$ cat config.mk
export PLATFORM = sky130hd
export DESIGN_NAME = pnm_raster_sample_normalizer
export DESIGN_NICKNAME = d
export VERILOG_FILES = /design/src/rtl/core/pnmn_pkg.sv /design/src/rtl/core/pnmn_regs.sv /design/src/rtl/core/pnmn_ctrl.sv /design/src/rtl/core/pnmn_dp.sv /design/src/rtl/core/pnm_raster_sample_normalizer.sv
export SDC_FILE = /design/constraint.sdc
export NUM_CORES = 1
export LEC_CHECK = 0
export BUFFER_PORTS_ARGS = -buffer_cell sky130_fd_sc_hd__buf_2
export CAP_MARGIN = 20
export CELL_PAD_IN_SITES_DETAIL_PLACEMENT = 0
export CELL_PAD_IN_SITES_GLOBAL_PLACEMENT = 2
export CORE_ASPECT_RATIO = 0.6
export CORE_MARGIN = 1.5
export CORE_UTILIZATION = 40
export CTS_CLUSTER_DIAMETER = 40
export DETAILED_ROUTE_END_ITERATION = 16
export GPL_ROUTABILITY_DRIVEN = 1
export PLACE_DENSITY = 0.87
export SLEW_MARGIN = 40
export SYNTH_ARGS = -nofsm -noshare
export SYNTH_HDL_FRONTEND = slang
export SYNTH_HIERARCHICAL = 1
export SYNTH_SLANG_ARGS = --single-unit
$ cat constraint.sdc
create_clock -name clk -period 8.7 [get_ports clk]
set_clock_uncertainty 0.2 [all_clocks]
set_input_delay 0.435 -clock clk [delete_from_list [all_inputs] [get_ports clk]]
set_output_delay 0.435 -clock clk [all_outputs]
set_load 0.05 [all_outputs]
$ cat src/rtl/core/pnmn_pkg.sv
`timescale 1ns / 1ps

package pnmn_pkg;

  // Default width of the frame sample counter
  localparam int COUNT_BITS_DEF = 24;

  // image_kind codes
  localparam logic [1:0] KIND_BITMAP = 2'd0;
  localparam logic [1:0] KIND_GRAYMAP = 2'd1;
  localparam logic [1:0] KIND_PIXMAP = 2'd2;

  // register indexes (byte address 4*i)
  localparam logic [1:0] REG_IMAGE_KIND = 2'd0;
  localparam logic [1:0] REG_MAX_VALUE = 2'd1;
  localparam logic [1:0] REG_BIG_ENDIAN = 2'd2;
  localparam logic [1:0] REG_FRAME_SAMPLES = 2'd3;

  // what an output load carries
  localparam logic [1:0] EMIT_SINGLE = 2'd0;  // one 8-bit sample
  localparam logic [1:0] EMIT_FIRST = 2'd1;   // first byte of a 16-bit sample
  localparam logic [1:0] EMIT_SECOND = 2'd2;  // second byte of a 16-bit sample
  localparam logic [1:0] EMIT_PIXEL = 2'd3;   // one bitmap pixel

  typedef struct packed {
    logic [1:0]  image_kind;
    logic [15:0] max_value;
    logic        big_endian;
    logic [23:0] frame_samples;
  } cfg_t;

  typedef struct packed {
    logic       load_byte;
    logic       decide;
    logic       div_step;
    logic       emit;
    logic [1:0] emit_sel;
  } cmd_t;

  typedef struct packed {
    logic is_bitmap;
    logic wide;
    logic have_high;
    logic div_need;
    logic div_last;
    logic out_free;
    logic pixel_last;
  } sts_t;

endpackage

$ cat src/rtl/core/pnmn_regs.sv
`timescale 1ns / 1ps

module pnmn_regs (
  input  logic              clk,
  input  logic              rst_n,
  input  logic              cfg_psel,
  input  logic              cfg_penable,
  input  logic              cfg_pwrite,
  input  logic [3:0]        cfg_paddr,
  input  logic [31:0]       cfg_pwdata,
  output logic [31:0]       cfg_prdata,
  output logic              cfg_pready,
  output pnmn_pkg::cfg_t    cfg
);

  logic [1:0]  kind_r;
  logic [15:0] max_r;
  logic        big_r;
  logic [23:0] fs_r;
  logic        wr_en;

  assign cfg_pready = 1'b1;
  assign wr_en = cfg_psel & cfg_penable & cfg_pwrite;

  always_ff @(posedge clk) begin
    if (!rst_n) begin
      kind_r <= pnmn_pkg::KIND_GRAYMAP;
      max_r  <= 16'd255;
      big_r  <= 1'b1;
      fs_r   <= 24'd1;
    end else if (wr_en) begin
      unique case (cfg_paddr[3:2])
        pnmn_pkg::REG_IMAGE_KIND:    kind_r <= cfg_pwdata[1:0];
        pnmn_pkg::REG_MAX_VALUE:     max_r  <= cfg_pwdata[15:0];
        pnmn_pkg::REG_BIG_ENDIAN:    big_r  <= cfg_pwdata[0];
        pnmn_pkg::REG_FRAME_SAMPLES: fs_r   <= cfg_pwdata[23:0];
        default: ;
      endcase
    end
  end

  always_comb begin
    unique case (cfg_paddr[3:2])
      pnmn_pkg::REG_IMAGE_KIND:    cfg_prdata = {30'd0, kind_r};
      pnmn_pkg::REG_MAX_VALUE:     cfg_prdata = {16'd0, max_r};
      pnmn_pkg::REG_BIG_ENDIAN:    cfg_prdata = {31'd0, big_r};
      pnmn_pkg::REG_FRAME_SAMPLES: cfg_prdata = {8'd0, fs_r};
      default:                     cfg_prdata = 32'd0;
    endcase
  end

  assign cfg.image_kind    = kind_r;
  assign cfg.max_value     = max_r;
  assign cfg.big_endian    = big_r;
  assign cfg.frame_samples = fs_r;

endmodule

$ cat src/rtl/core/pnmn_ctrl.sv
`timescale 1ns / 1ps

module pnmn_ctrl (
  input  logic             clk,
  input  logic             rst_n,
  input  logic             in_tvalid,
  output logic             in_tready,
  input  pnmn_pkg::sts_t   sts,
  output pnmn_pkg::cmd_t   cmd
);

  localparam logic [2:0] S_IDLE   = 3'd0;
  localparam logic [2:0] S_DEC    = 3'd1;
  localparam logic [2:0] S_DIV    = 3'd2;
  localparam logic [2:0] S_EMIT_A = 3'd3;
  localparam logic [2:0] S_EMIT_B = 3'd4;
  localparam logic [2:0] S_BIT    = 3'd5;

  logic [2:0] state_r;
  logic [2:0] state_nxt;

  assign in_tready = (state_r == S_IDLE);

  always_comb begin
    state_nxt = state_r;
    cmd = '0;
    unique case (state_r)
      S_IDLE: begin
        if (in_tvalid) begin
          cmd.load_byte = 1'b1;
          state_nxt = S_DEC;
        end
      end
      S_DEC: begin
        cmd.decide = 1'b1;
        if (sts.is_bitmap) begin
          state_nxt = S_BIT;
        end else if (sts.wide && !sts.have_high) begin
          state_nxt = S_IDLE;  // high byte held, nothing to emit
        end else if (sts.div_need) begin
          state_nxt = S_DIV;
        end else begin
          state_nxt = S_EMIT_A;
        end
      end
      S_DIV: begin
        cmd.div_step = 1'b1;
        if (sts.div_last) state_nxt = S_EMIT_A;
      end
      S_EMIT_A: begin
        if (sts.out_free) begin
          cmd.emit = 1'b1;
          cmd.emit_sel = sts.wide ? pnmn_pkg::EMIT_FIRST : pnmn_pkg::EMIT_SINGLE;
          state_nxt = sts.wide ? S_EMIT_B : S_IDLE;
        end
      end
      S_EMIT_B: begin
        if (sts.out_free) begin
          cmd.emit = 1'b1;
          cmd.emit_sel = pnmn_pkg::EMIT_SECOND;
          state_nxt = S_IDLE;
        end
      end
      S_BIT: begin
        if (sts.out_free) begin
          cmd.emit = 1'b1;
          cmd.emit_sel = pnmn_pkg::EMIT_PIXEL;
          if (sts.pixel_last) state_nxt = S_IDLE;
        end
      end
      default: state_nxt = S_IDLE;
    endcase
  end

  always_ff @(posedge clk) begin
    if (!rst_n) begin
      state_r <= S_IDLE;
    end else begin
      state_r <= state_nxt;
    end
  end

endmodule

$ cat src/rtl/core/pnmn_dp.sv
`timescale 1ns / 1ps

module pnmn_dp #(
  parameter int COUNT_BITS = pnmn_pkg::COUNT_BITS_DEF
) (
  input  logic             clk,
  input  logic             rst_n,
  input  pnmn_pkg::cfg_t   cfg,
  input  logic [7:0]       in_byte,
  input  pnmn_pkg::cmd_t   cmd,
  output pnmn_pkg::sts_t   sts,
  output logic             out_valid,
  input  logic             out_ready,
  output logic [7:0]       out_byte,
  output logic             out_last,
  output logic             out_fend,
  output logic             out_clamp
);

  logic [7:0]            byte_r;
  logic [7:0]            held_r;
  logic                  have_r;
  logic [15:0]           acc_r;     // dividend shift / quotient / result
  logic [15:0]           rem_r;
  logic                  clampres_r;
  logic [3:0]            step_r;
  logic [2:0]            idx_r;
  logic [COUNT_BITS-1:0] cnt_r;

  logic                  ovalid_r;
  logic [7:0]            obyte_r;
  logic                  olast_r;
  logic                  ofend_r;
  logic                  oclamp_r;

  logic [15:0] max_v;
  logic        wide;
  logic        is_bitmap;
  logic [15:0] v16;
  logic        over16;
  logic        over8;
  logic        max_low;
  logic        max_zero;
  logic        div_need;
  logic [31:0] n16;
  logic [15:0] n8;
  logic [16:0] trial;
  logic        ge;
  logic [16:0] diff;

  logic [31:0]           fs_wide;
  logic [COUNT_BITS-1:0] fs;
  logic [COUNT_BITS-1:0] cnt_inc;
  logic                  fend;
  logic                  out_free;
  logic                  pixel_last;
  logic [7:0]            emit_byte;

  assign max_v     = cfg.max_value;
  assign is_bitmap = (cfg.image_kind == pnmn_pkg::KIND_BITMAP);
  assign wide      = !is_bitmap && (cfg.image_kind != pnmn_pkg::KIND_PIXMAP) &&
                     (max_v > 16'd255);
  assign v16       = {held_r, byte_r};
  assign over16    = v16 > max_v;
  assign over8     = {8'd0, byte_r} > max_v;
  assign max_low   = max_v < 16'd255;
  assign max_zero  = (max_v == 16'd0);
  assign div_need  = wide ? !over16 : (max_low && !over8 && !max_zero);

  // 65535*v and 255*b as shift minus value
  assign n16 = {v16, 16'd0} - {16'd0, v16};
  assign n8  = {byte_r, 8'd0} - {8'd0, byte_r};

  // one restoring division step
  assign trial = {rem_r, acc_r[15]};
  assign ge    = trial >= {1'b0, max_v};
  assign diff  = trial - {1'b0, max_v};

  // frame counter
  assign fs_wide = {8'd0, cfg.frame_samples};
  assign fs      = fs_wide[COUNT_BITS-1:0];
  assign cnt_inc = cnt_r + {{(COUNT_BITS-1){1'b0}}, 1'b1};
  assign fend    = (fs != '0) ? (cnt_inc >= fs) : (cnt_inc == '0);

  assign out_free   = !ovalid_r || out_ready;
  assign pixel_last = fend || (idx_r == 3'd0);

  always_comb begin
    case (cmd.emit_sel)
      pnmn_pkg::EMIT_FIRST:  emit_byte = cfg.big_endian ? acc_r[15:8] : acc_r[7:0];
      pnmn_pkg::EMIT_SECOND: emit_byte = cfg.big_endian ? acc_r[7:0] : acc_r[15:8];
      pnmn_pkg::EMIT_PIXEL:  emit_byte = byte_r[idx_r] ? 8'd0 : 8'd255;
      default:               emit_byte = acc_r[7:0];
    endcase
  end

  always_ff @(posedge clk) begin
    if (!rst_n) begin
      have_r   <= 1'b0;
      held_r   <= 8'd0;
      cnt_r    <= '0;
      ovalid_r <= 1'b0;
    end else begin
      if (cmd.decide) begin
        if (wide) begin
          if (have_r) begin
            have_r <= 1'b0;
          end else begin
            held_r <= byte_r;
            have_r <= 1'b1;
          end
        end else begin
          have_r <= 1'b0;
        end
      end
      if (cmd.emit) begin
        ovalid_r <= 1'b1;
        if (cmd.emit_sel != pnmn_pkg::EMIT_FIRST) begin
          cnt_r <= fend ? '0 : cnt_inc;
        end
      end else if (out_ready) begin
        ovalid_r <= 1'b0;
      end
    end
  end

  always_ff @(posedge clk) begin
    if (cmd.load_byte) byte_r <= in_byte;
    if (cmd.decide) begin
      step_r <= 4'd0;
      idx_r  <= 3'd7;
      if (wide) begin
        rem_r      <= n16[31:16];
        acc_r      <= over16 ? 16'hFFFF : n16[15:0];
        clampres_r <= over16;
      end else begin
        rem_r      <= 16'd0;
        clampres_r <= max_low && over8;
        if (max_low && over8) begin
          acc_r <= 16'd255;
        end else if (div_need) begin
          acc_r <= n8;
        end else begin
          acc_r <= {8'd0, byte_r};
        end
      end
    end
    if (cmd.div_step) begin
      rem_r  <= ge ? diff[15:0] : trial[15:0];
      acc_r  <= {acc_r[14:0], ge};
      step_r <= step_r + 4'd1;
    end
    if (cmd.emit) begin
      obyte_r <= emit_byte;
      case (cmd.emit_sel)
        pnmn_pkg::EMIT_FIRST: begin
          olast_r  <= 1'b0;
          ofend_r  <= 1'b0;
          oclamp_r <= clampres_r;
        end
        pnmn_pkg::EMIT_PIXEL: begin
          olast_r  <= pixel_last;
          ofend_r  <= fend;
          oclamp_r <= 1'b0;
          idx_r    <= idx_r - 3'd1;
        end
        default: begin
          olast_r  <= 1'b1;
          ofend_r  <= fend;
          oclamp_r <= clampres_r;
        end
      endcase
    end
  end

  assign sts.is_bitmap  = is_bitmap;
  assign sts.wide       = wide;
  assign sts.have_high  = have_r;
  assign sts.div_need   = div_need;
  assign sts.div_last   = (step_r == 4'd15);
  assign sts.out_free   = out_free;
  assign sts.pixel_last = pixel_last;

  assign out_valid = ovalid_r;
  assign out_byte  = obyte_r;
  assign out_last  = olast_r;
  assign out_fend  = ofend_r;
  assign out_clamp = oclamp_r;

endmodule

$ cat src/rtl/core/pnm_raster_sample_normalizer.sv
`timescale 1ns / 1ps

// Channel   Dir  Ports                           Contents
// in_       in   in_tvalid/in_tready/in_tdata    tdata[7:0] raw_byte
// out_      out  out_tvalid/out_tready/out_tdata tdata[7:0] out_byte, tlast run_last,
//                out_tlast/out_tuser             tuser[0] frame_end, tuser[1] clamped
// cfg_      in   APB psel/penable/pwrite/paddr   image_kind @0x0, max_value @0x4,
//                pwdata/prdata/pready            output_big_endian @0x8, frame_samples @0xC
//
// One byte is worked at a time. A pass-through sample is accepted, decoded and put out
// with one output load; a scaled sample also steps the shared restoring divider (one
// quotient bit per cycle) before its load. A 16-bit gray high byte is only accepted,
// decoded and held; the low byte takes the divider when in range, then two loads. A
// bitmap byte gives one pixel per load. Output stalls hold the controller in its emit state.
// Reset (synchronous, active low) restores register defaults and clears the held
// byte, frame counter and output valid; there is no clearing pass.

module pnm_raster_sample_normalizer #(
  parameter int COUNT_BITS = pnmn_pkg::COUNT_BITS_DEF
) (
  input  logic        clk,
  input  logic        rst_n,
  // input stream
  input  logic        in_tvalid,
  output logic        in_tready,
  input  logic [7:0]  in_tdata,    // [7:0] raw_byte
  // output stream
  output logic        out_tvalid,
  input  logic        out_tready,
  output logic [7:0]  out_tdata,   // [7:0] out_byte
  output logic        out_tlast,
  output logic [1:0]  out_tuser,   // [0] frame_end, [1] clamped
  // configuration
  input  logic        cfg_psel,
  input  logic        cfg_penable,
  input  logic        cfg_pwrite,
  input  logic [3:0]  cfg_paddr,
  input  logic [31:0] cfg_pwdata,
  output logic [31:0] cfg_prdata,
  output logic        cfg_pready
);

  pnmn_pkg::cfg_t cfg;
  pnmn_pkg::cmd_t cmd;
  pnmn_pkg::sts_t sts;
  logic           out_fend;
  logic           out_clamp;

  pnmn_regs u_regs (
    .clk         (clk),
    .rst_n       (rst_n),
    .cfg_psel    (cfg_psel),
    .cfg_penable (cfg_penable),
    .cfg_pwrite  (cfg_pwrite),
    .cfg_paddr   (cfg_paddr),
    .cfg_pwdata  (cfg_pwdata),
    .cfg_prdata  (cfg_prdata),
    .cfg_pready  (cfg_pready),
    .cfg         (cfg)
  );

  // sequencer: decode, divider stepping, output loads
  pnmn_ctrl u_ctrl (
    .clk       (clk),
    .rst_n     (rst_n),
    .in_tvalid (in_tvalid),
    .in_tready (in_tready),
    .sts       (sts),
    .cmd       (cmd)
  );

  // byte capture, held high byte, divider, frame counter, output register
  pnmn_dp #(
    .COUNT_BITS (COUNT_BITS)
  ) u_dp (
    .clk       (clk),
    .rst_n     (rst_n),
    .cfg       (cfg),
    .in_byte   (in_tdata),
    .cmd       (cmd),
    .sts       (sts),
    .out_valid (out_tvalid),
    .out_ready (out_tready),
    .out_byte  (out_tdata),
    .out_last  (out_tlast),
    .out_fend  (out_fend),
    .out_clamp (out_clamp)
  );

  assign out_tuser = {out_clamp, out_fend};

endmodule

* After elaboration in Yosys (flattened, before gate mapping)
Cells that the tools add are included.
Word-level totals: bits in registers 139, output and inout bits 46, logic and storage cells 136, bits of input ports 51
Operators by class: add/subtract/negate cells 6, mux-type cells 51, equality and inequality tests 20, reduce and logical (&&, ||, !) cells 30, $lt $le $gt $ge 7, bitwise gates (word level) 3
Operator list (number):
- $mux 16 | 10
- $pmux 32 s4 | 1
- $mux 3 | 14
- $sub 32x16->32 | 1
- $add 24x1->24 const B | 1
- $ge 24x24->1 | 1
- $logic_not 24->1 | 1
- $mux 24 | 1
- $mux 8 | 3
- $pmux 8 s3 | 1
- $reduce_bool 24->1 | 1
- $pmux 3 s6 | 1
- $ge 17x16->1 | 1
- $gt 16x16->1 | 1
- $gt 16x8->1 const B | 1
- $gt 8x16->1 | 1
- $logic_not 16->1 | 1
- $lt 16x8->1 const B | 1
- $sub 16x16->16 | 1
- $sub 16x8->16 | 1
- $mux 1 | 14
- $ne 2x1->1 const B | 5
- $reduce_and 2->1 | 5
- $pmux 3 s3 | 1
- other kinds (24) | 48

* Depth between registers and ports, before layout
Gate-level depths: netlist of the first run.
word-level depth 10, gate-level depth with buffers 18, depth with buffers taken out 17

* By module
The synthesis of the first run kept the hierarchy.
By module, submodules not included:
- pnmn_dp | times used 1, area an instance 7403.4 um^2, cells an instance 828, seq. area each 2422.3 um^2
- pnmn_regs | times used 1, area an instance 2194.6 um^2, cells an instance 237, seq. area each 860.8 um^2
- pnmn_ctrl | times used 1, area an instance 294.0 um^2, cells an instance 38, seq. area each 60.1 um^2
- pnm_raster_sample_normalizer | times used 1, area an instance 15.0 um^2, cells an instance 2, seq. area each 0.0 um^2

* Worst setup path after synthesis of the first run
OpenSTA, ideal clock, no wires.
path kind register to register, from register u_dp.cnt_r[0], to register u_ctrl.state_r[2], data required time 8442 ps, path buffers 2, data arrival time 3690 ps, stages on the path, launching flop included 18, setup time 58 ps, clock period less this slack 3948 ps, setup slack 4752 ps, cells stage by stage dfxtp_1 -> ha_1 -> nand4_1 -> or4_1 -> buf_2 -> xnor2_1 -> ha_1 -> a2111oi_0 -> o221ai_1 -> a21oi_1 -> o21ai_0 -> o22ai_1 -> o41ai_4 -> a21o_2 -> buf_4 -> nand2b_1 -> a21oi_1 -> o21a_1
On the way: cells in the longest elaborated chain, start to end 6, elaborated cells between the ends (all ways) 7, classes of those cells add/sub (1); order compare (1); eq/ne (1); mux (1); reduce/logical (3)
RTL lines:
- start, declared | line pnmn_dp.sv:28 | logic [COUNT_BITS-1:0] cnt_r;
- start signal, assigned | line pnmn_dp.sv:119 | cnt_r <= fend ? '0 : cnt_inc;
- $add 24x1->24 * | line pnmn_dp.sv:82 | assign cnt_inc = cnt_r + {{(COUNT_BITS-1){1'b0}}, 1'b1};
- $ge 24x24->1 or $logic_not 24->1 (tied branches) | line pnmn_dp.sv:83 | assign fend = (fs != '0) ? (cnt_inc >= fs) : (cnt_inc == '0);
- $mux 1 * | line pnmn_dp.sv:83
- $logic_or 1x1->1 * | line pnmn_dp.sv:86 | assign pixel_last = fend || (idx_r == 3'd0);
- named net u_dp.pixel_last | line pnmn_dp.sv:56 | logic pixel_last;
- $ne 2x1->1 (no line) *
- $reduce_and 6->1 (no line) *
- end signal, assigned | line pnmn_ctrl.sv:79 | state_r <= state_nxt;
- end, declared | line pnmn_ctrl.sv:19 | logic [2:0] state_r;
The timed path passes the listed nets; every way through them passes the cells marked *. A chain may end at the register's enable or synchronous reset.

==> results of run 1 <==
[layout make-up]
cell class	instances	area share, %
diodes	1	0.0228
clock buffers	20	3.98
clock inverters	12	1.12
inverters	59	2.02
multi-input cells	837	53.6
flip-flops and latches	139	30.5
well taps	322	3.67
repair buffers	93	5.08
[report_power, final]
part / internal [mW] / switching [mW] / leakage [nW]
combinational: 0.170 / 0.288 / 2.90
clock: 0.419 / 0.294 / 0.267
sequential: 0.759 / 0.0653 / 1.20
total: 1.35 / 0.648 / 4.37
[final timing paths]
path	from	endpoint	slack [ps]	depth (start not counted)
hold / removal	cfg_pwdata[16]	u_regs/fs_r[16]$_SDFFE_PN0P_	50	3
setup reg to reg	u_dp/cnt_r[5]$_SDFFE_PN0P_	u_dp/out_last$_DFFE_PP_	3370	13
hold reg to reg	u_regs/fs_r[13]$_SDFFE_PN0P_	u_regs/fs_r[13]$_SDFFE_PN0P_	290	2
setup / recovery	u_dp/cnt_r[5]$_SDFFE_PN0P_	u_dp/out_last$_DFFE_PP_	3370	13
[cell usage after synthesis (all sizes together), types with 5 or more instances]
cell type  instances
nand3             26
a211oi             8
xor2              20
o21a               6
nor3b              5
a21oi             52
a22oi             11
a21boi             5
nor3              20
nand2            129
inv               57
nor2              36
dfxtp             83
buf               44
and3              20
o311ai             7
mux2i             67
nand2b            19
or3                6
and2              13
xnor2             31
a22o              17
ha                61
o21ai             58
nor2b             62
a21o              17
nand4             21
nor4              21
clkbuf            31
edfxtp            56
a31oi             11
o31ai              7
o221ai             8
[layer usage]
metal  routed length (um)  vias to the layer above  part of all wire, %
met5                    0                        -                    0
met4                  184                        0                 0.63
met3                 2630                       16                  8.9
met2                10400                      308                   35
met1                16200                     3953                   55
li1                     -                     4079                    -
[kinds of logic (layout without fill, tap and decap cells)]
group	Yosys count	count (layout)	share of synthesized area (%)
and+or+nand+nor	400	400	22.2
DFF	139	139	33.7
xor gates and xnor gates	51	51	4.51
buffers and inverters	136	184	7.30
adders and majority gates	62	62	7.91
other	2	10	0.0758
muxes	71	71	7.56
AOI/OAI and AO/OA	244	244	16.7
[critical path, stage by stage, from the launching register on]
cell	delay, ps
dfxtp_1	620
nand4_4	210
nor4_2	640
nand2_1	270
xnor2_1	370
ha_1	330
a2111oi_0	470
o221ai_1	230
a21oi_1	170
o21ai_0	100
o22ai_1	640
o41ai_4	320
a21o_2	290
a21bo_2	210
[flip-flops by register name, indices dropped and copies added (netlist names), 2 cells and up]
signal          count
u_dp/byte_r         8
u_dp/acc_r         16
u_dp/idx_r          3
u_regs/max_r       16
u_dp/cnt_r         24
u_ctrl/state_r      3
u_dp/held_r         8
u_dp/rem_r         16
u_regs/kind_r       2
u_regs/fs_r        24
u_dp/step_r         4
u_dp/out_byte       8
[repair_timing]
item	4_1_cts	5_1_grt
endpoints found under the setup margin	0	0
endpoints found under the hold margin	8	0
hold buffers	8	0
setup buffers	0	0
==> impl_metrics.toml, run 1 <==
[yosys]
ys_async_sr_fraction_pct = 0
syn_inst = 1105
syn-mean-instance-area_um2 = 8.97
synth-main-ff-cell = "dfxtp_1"
yosysTopAreaCell = "edfxtp_1"
syn_area_um2 = 9910
ys_ff_latch = 139
synth-edff-count = 56
synth-seq-area-share_pct = 33.7
yosys_warnings = 6
synth.distinct_cells = 93
synth_top_area_share_pct = 17.0
yosys-top-cells-area = "edfxtp_1, dfxtp_1, ha_1"

[run_status]
status = "completed"

[timing]
finalMaxSlewViolations = 0
tns_ps = 0
rsz0062_at_grt = "false"
tightest_slew_ps = 813
max-slew-margin-rel_pct = 45.7
maxClockFrequency_ghz = 0.188
hold_violations = 0
report.final.setup_viol = 0
min_period_ps = 5330
layout_setup_ws_ps = 3370
timing.final.crit_share_pct = 61.3
hold_slack_ps = 47.3

[clock_tree]
cts.sinks = 139
worstSkewPairLatency_ps = 430
ctsResizeCount = 0
cts_buffers = 17
htreeDepth = 4
clkTransAtPathRegs_ps = 60
cts_tree = "done"
cts-root-buf = "clkbuf_16"
clockBufferDepth = 2

[finish]
multi_input_area_um2 = 5880
fillers = 2371
fin_util_pct = 45.3
instances_no_fill = 1483
final_common_cell = "nand2_1"
seq_area_um2 = 3340
synthToLayoutAreaGrowth_pct = 10.7
drive_gt1_share_pct = 13.4
finalNetCount = 1260
layout_common_cells = "nand2_1, dfxtp_1, buf_2"
fin_area_um2 = 11000

[die]
die_h_um = 125
die_w_um = 206
rows = 44
initial_core_util_pct = 40.9
io_pins = 97
dieArea_um2 = 25800
core-area_um2 = 24200

[grt]
grt.busiest_layer = "met1"
antenna_found_initial = 0
grt_overflow = 0
gr-usage-met1_pct = 38.9
grt_usage_pct = 23.3
use_met2_pct = 27.8
met3_usage_pct = 7.17
grt_pass1_wl_mm = 45.5
grt_max_degree = 95
grt_pass1_vias = 7598

[placed_design]
dp_cells = 1442
dp_hpwl_mm = 21.9
io_buffers = 77
dpl_cell_area_um2 = 10300
gp_congestion = 0.847
pre_cts_ws_ps = 3620

[power]
power_leakage_nw = 4.37
max-vdd-ir-drop_mv = 0.114
p_per_area_nw_per_um2 = 182
power.total_mw = 2.00

[detailed_routing]
detail-route-antenna-nets = 0
num_vias = 8356
drt_iter0_markers = 773
drt-pass1-iter-count = 5
drc = 0
vias_per_cell = 5.63
routed_wl_mm = 29.4
wl_per_cell_um = 19.8

[setup_path]
required_ps = 8690
worst-setup-path-type = "reg2reg"
worstPathMaxFanout = 12
start_kind = "flop"
critPathCaptureType = "flop"
worst_ep_arrival_time_ps = 5320

[min_path]
hp-class = "in2reg"

[job]
cap_violations = 0
Note: power is estimated with default switching activity, not from simulation.
==> inputs of run 2 (changes only) <==
- ABC_AREA: unset -> 1
- CORE_UTILIZATION: 40 -> 31
- PLACE_DENSITY: 0.87 -> 0.79
- clock period: 8.7 -> 4.35 ns (I/O delays scaled with it)
==> impl_metrics.toml, run 2 <==
[yosys]
ys_async_sr_fraction_pct = 0
synth-main-ff-cell = "dfxtp_1"
synth-seq-area-share_pct = 31.6
syn-mean-instance-area_um2 = 6.80
synthTopCellsByCount = "nand2_1, nor2_1, inv_1"
yosys-top-cells-area = "edfxtp_1, dfxtp_1, nand2_1"
synth.distinct_cells = 46
yosysMostFrequentCell = "nand2_1"
syn_inst = 1556
yosys_warnings = 6
ys_ff_latch = 139
synth-edff-count = 56
syn_area_um2 = 10600
yosysTopAreaCell = "edfxtp_1"
synth_top_area_share_pct = 15.9

[setup_path]
crit_chain = "ha_1 -> nand3_2 -> nor2_2 -> nand4_1 -> nand2_1 -> inv_1 -> ha_1 -> nand2_1 -> nor2_1 -> nand4_1 -> nor2_1 -> nand2_1 -> nand3_1 -> o21ai_2 -> nand3_1 -> nor2_1 -> nor2_2 -> a21oi_1 -> nor2_1"
path_common_cell = "nor2_1"
crit_cells = 19
cp_slowest_stage_delay_ps = 370
worstPathMaxFanout = 7
start_kind = "flop"
critPathCaptureType = "flop"
worst_ep_arrival_time_ps = 3770
worst-setup-path-type = "reg2reg"
critPathTopFamily = "simple AND/OR/NAND/NOR gates"
ff2ff_path_depth = 19
crit_buf_inv = 1
required_ps = 4490
slowest_stage = "dfxtp_1"

[finish]
reg_top3 = "u_dp/cnt_r (24), u_regs/fs_r (24)"
seq_area_um2 = 3340
synthToLayoutAreaGrowth_pct = 16.4
multi_input_area_um2 = 6060
n_antenna_cell = 0
drive_gt1_share_pct = 13.0
final_common_cell = "nand2_1"
fillers = 3637
layout_common_cells = "nand2_1, nor2_1, inv_1"
fin_util_pct = 36.6
fin_area_um2 = 12300
finalNetCount = 1760

[timing]
rsz0062_at_grt = "false"
max-slew-margin-rel_pct = 45.7
finalMaxSlewViolations = 0
hold_violations = 0
report.final.setup_viol = 0
timing.final.crit_share_pct = 83.3
maxClockFrequency_ghz = 0.276
tns_ps = 0
tightest_slew_ps = 813
min_period_ps = 3620

[clock_tree]
cts_buffers = 17
cts-root-buf = "clkbuf_16"
clockBufferDepth = 2
worstSkewPairLatency_ps = 460
clkTransAtPathRegs_ps = 60
htreeDepth = 4
post_cts_buffers = 0
cts.sinks = 139
ctsResizeCount = 0
postCtsHoldBufs = 36
cts_tree = "done"

[die]
initial_core_util_pct = 31.5
die_h_um = 146
dieArea_um2 = 35300
core-area_um2 = 33600
die_w_um = 242
io_pins = 97
rows = 52

[detailed_routing]
num_vias = 10436
drc = 0
drt_iter0_markers = 874
vias_per_cell = 4.92
detail-route-antenna-nets = 0
drt-pass1-iter-count = 7
wl_per_cell_um = 17.4
routed_wl_mm = 36.8

[grt]
grt_overflow = 0
grt_pass1_vias = 9454
grt_pass1_wl_mm = 56.7
grt_max_degree = 54
antenna_found_initial = 0
grt_usage_pct = 21.1

[power]
power_leakage_nw = 5.63
power.total_mw = 6.54
p_per_area_nw_per_um2 = 530
max-vdd-ir-drop_mv = 0.314

[job]
cap_violations = 0

[placed_design]
io_buffers = 77
dpl_cell_area_um2 = 11300
dp_hpwl_mm = 28.0
gp_congestion = 0.883

[run_status]
status = "completed"

[min_path]
hp-class = "in2reg"
hold_depth = 6
run 2: cell types whose count changed in the layout (fill, tap and decap cells not counted), moves of 28 or more:
cell | previous run | this run
nor2b_1 | 62 | 0
nor2_1 | 30 | 210
mux2i_1 | 67 | 0
nand3_1 | 24 | 131
nand2_1 | 129 | 367
dlygate4sd3_1 | 8 | 36
inv_1 | 57 | 207
run 2: metrics by stage:
stage / setup WS (ps) / hold slack (ps) / std cells
floorplan: 1100 / 116 / 1563
global placement: 828 / 201 / 2050
detailed placement: 775 / 196 / 2051
CTS: 765 / 3.76 / 2119
global route: 425 / 56.4 / 2119
finish: 727 / 23.2 / 2119
run 2: cell families (layout without fill, tap and decap cells):
| family | Yosys count | in the layout | share of synthesized area, % |
|---|---|---|---|
| AND/OR/NAND/NOR | 838 | 838 | 36.0 |
| buffers and inverters | 281 | 378 | 11.5 |
| AO/OA/AOI/OAI | 217 | 217 | 12.1 |
| flip-flops | 139 | 139 | 31.6 |
| adder cells (fa/ha/maj) | 62 | 62 | 7.40 |
| XOR/XNOR | 17 | 17 | 1.41 |
| other | 2 | 9 | 0.0709 |
run 2: path summary, 6_finish.rpt:
path	startpoint	end	slack (ps)
setup / recovery	u_dp/cnt_r[1]$_SDFFE_PN0P_	u_ctrl/state_r[2]$_SDFFE_PN0P_	730
hold / removal	in_tvalid	u_ctrl/state_r[0]$_SDFFE_PN0P_	20
setup reg to reg	u_dp/cnt_r[1]$_SDFFE_PN0P_	u_ctrl/state_r[2]$_SDFFE_PN0P_	730
hold reg to reg	u_regs/max_r[5]$_SDFFE_PN1P_	u_regs/max_r[5]$_SDFFE_PN1P_	290
run 2: worst min-delay path, delay by kind of cell:
kind                   cells  cell delay (ps)
and+or+nand+nor            4              270
buffers and inverters      2              160
run 2: layout make-up:
| type | instances | share of cell area (%) |
|---|---|---|
| Clock buffer | 21 | 4.01 |
| Inverter | 214 | 6.52 |
| Sequential cell | 139 | 27.1 |
| Multi-Input combinational cell | 1143 | 49.2 |
| Tap cell | 459 | 4.66 |
| Timing Repair Buffer | 132 | 7.47 |
| Clock inverter | 11 | 1.04 |
run 2: layer usage:
metal	vias up	global-route usage [%]	part of all wire, %
li1	5244	-	-
met1	4854	35.6	57
met2	316	25.4	35
met3	22	4.14	6.4
met4	0	5.57	1.3
met5	-	0	0
run 2: power breakdown:
part           total, mW  leakage [nW]  switching (mW)  internal [mW]
combinational       2.83          4.11            1.98          0.854
clock               1.59         0.312           0.650          0.935
sequential          2.12          1.20           0.303           1.82
total               6.54          5.63            2.93           3.61
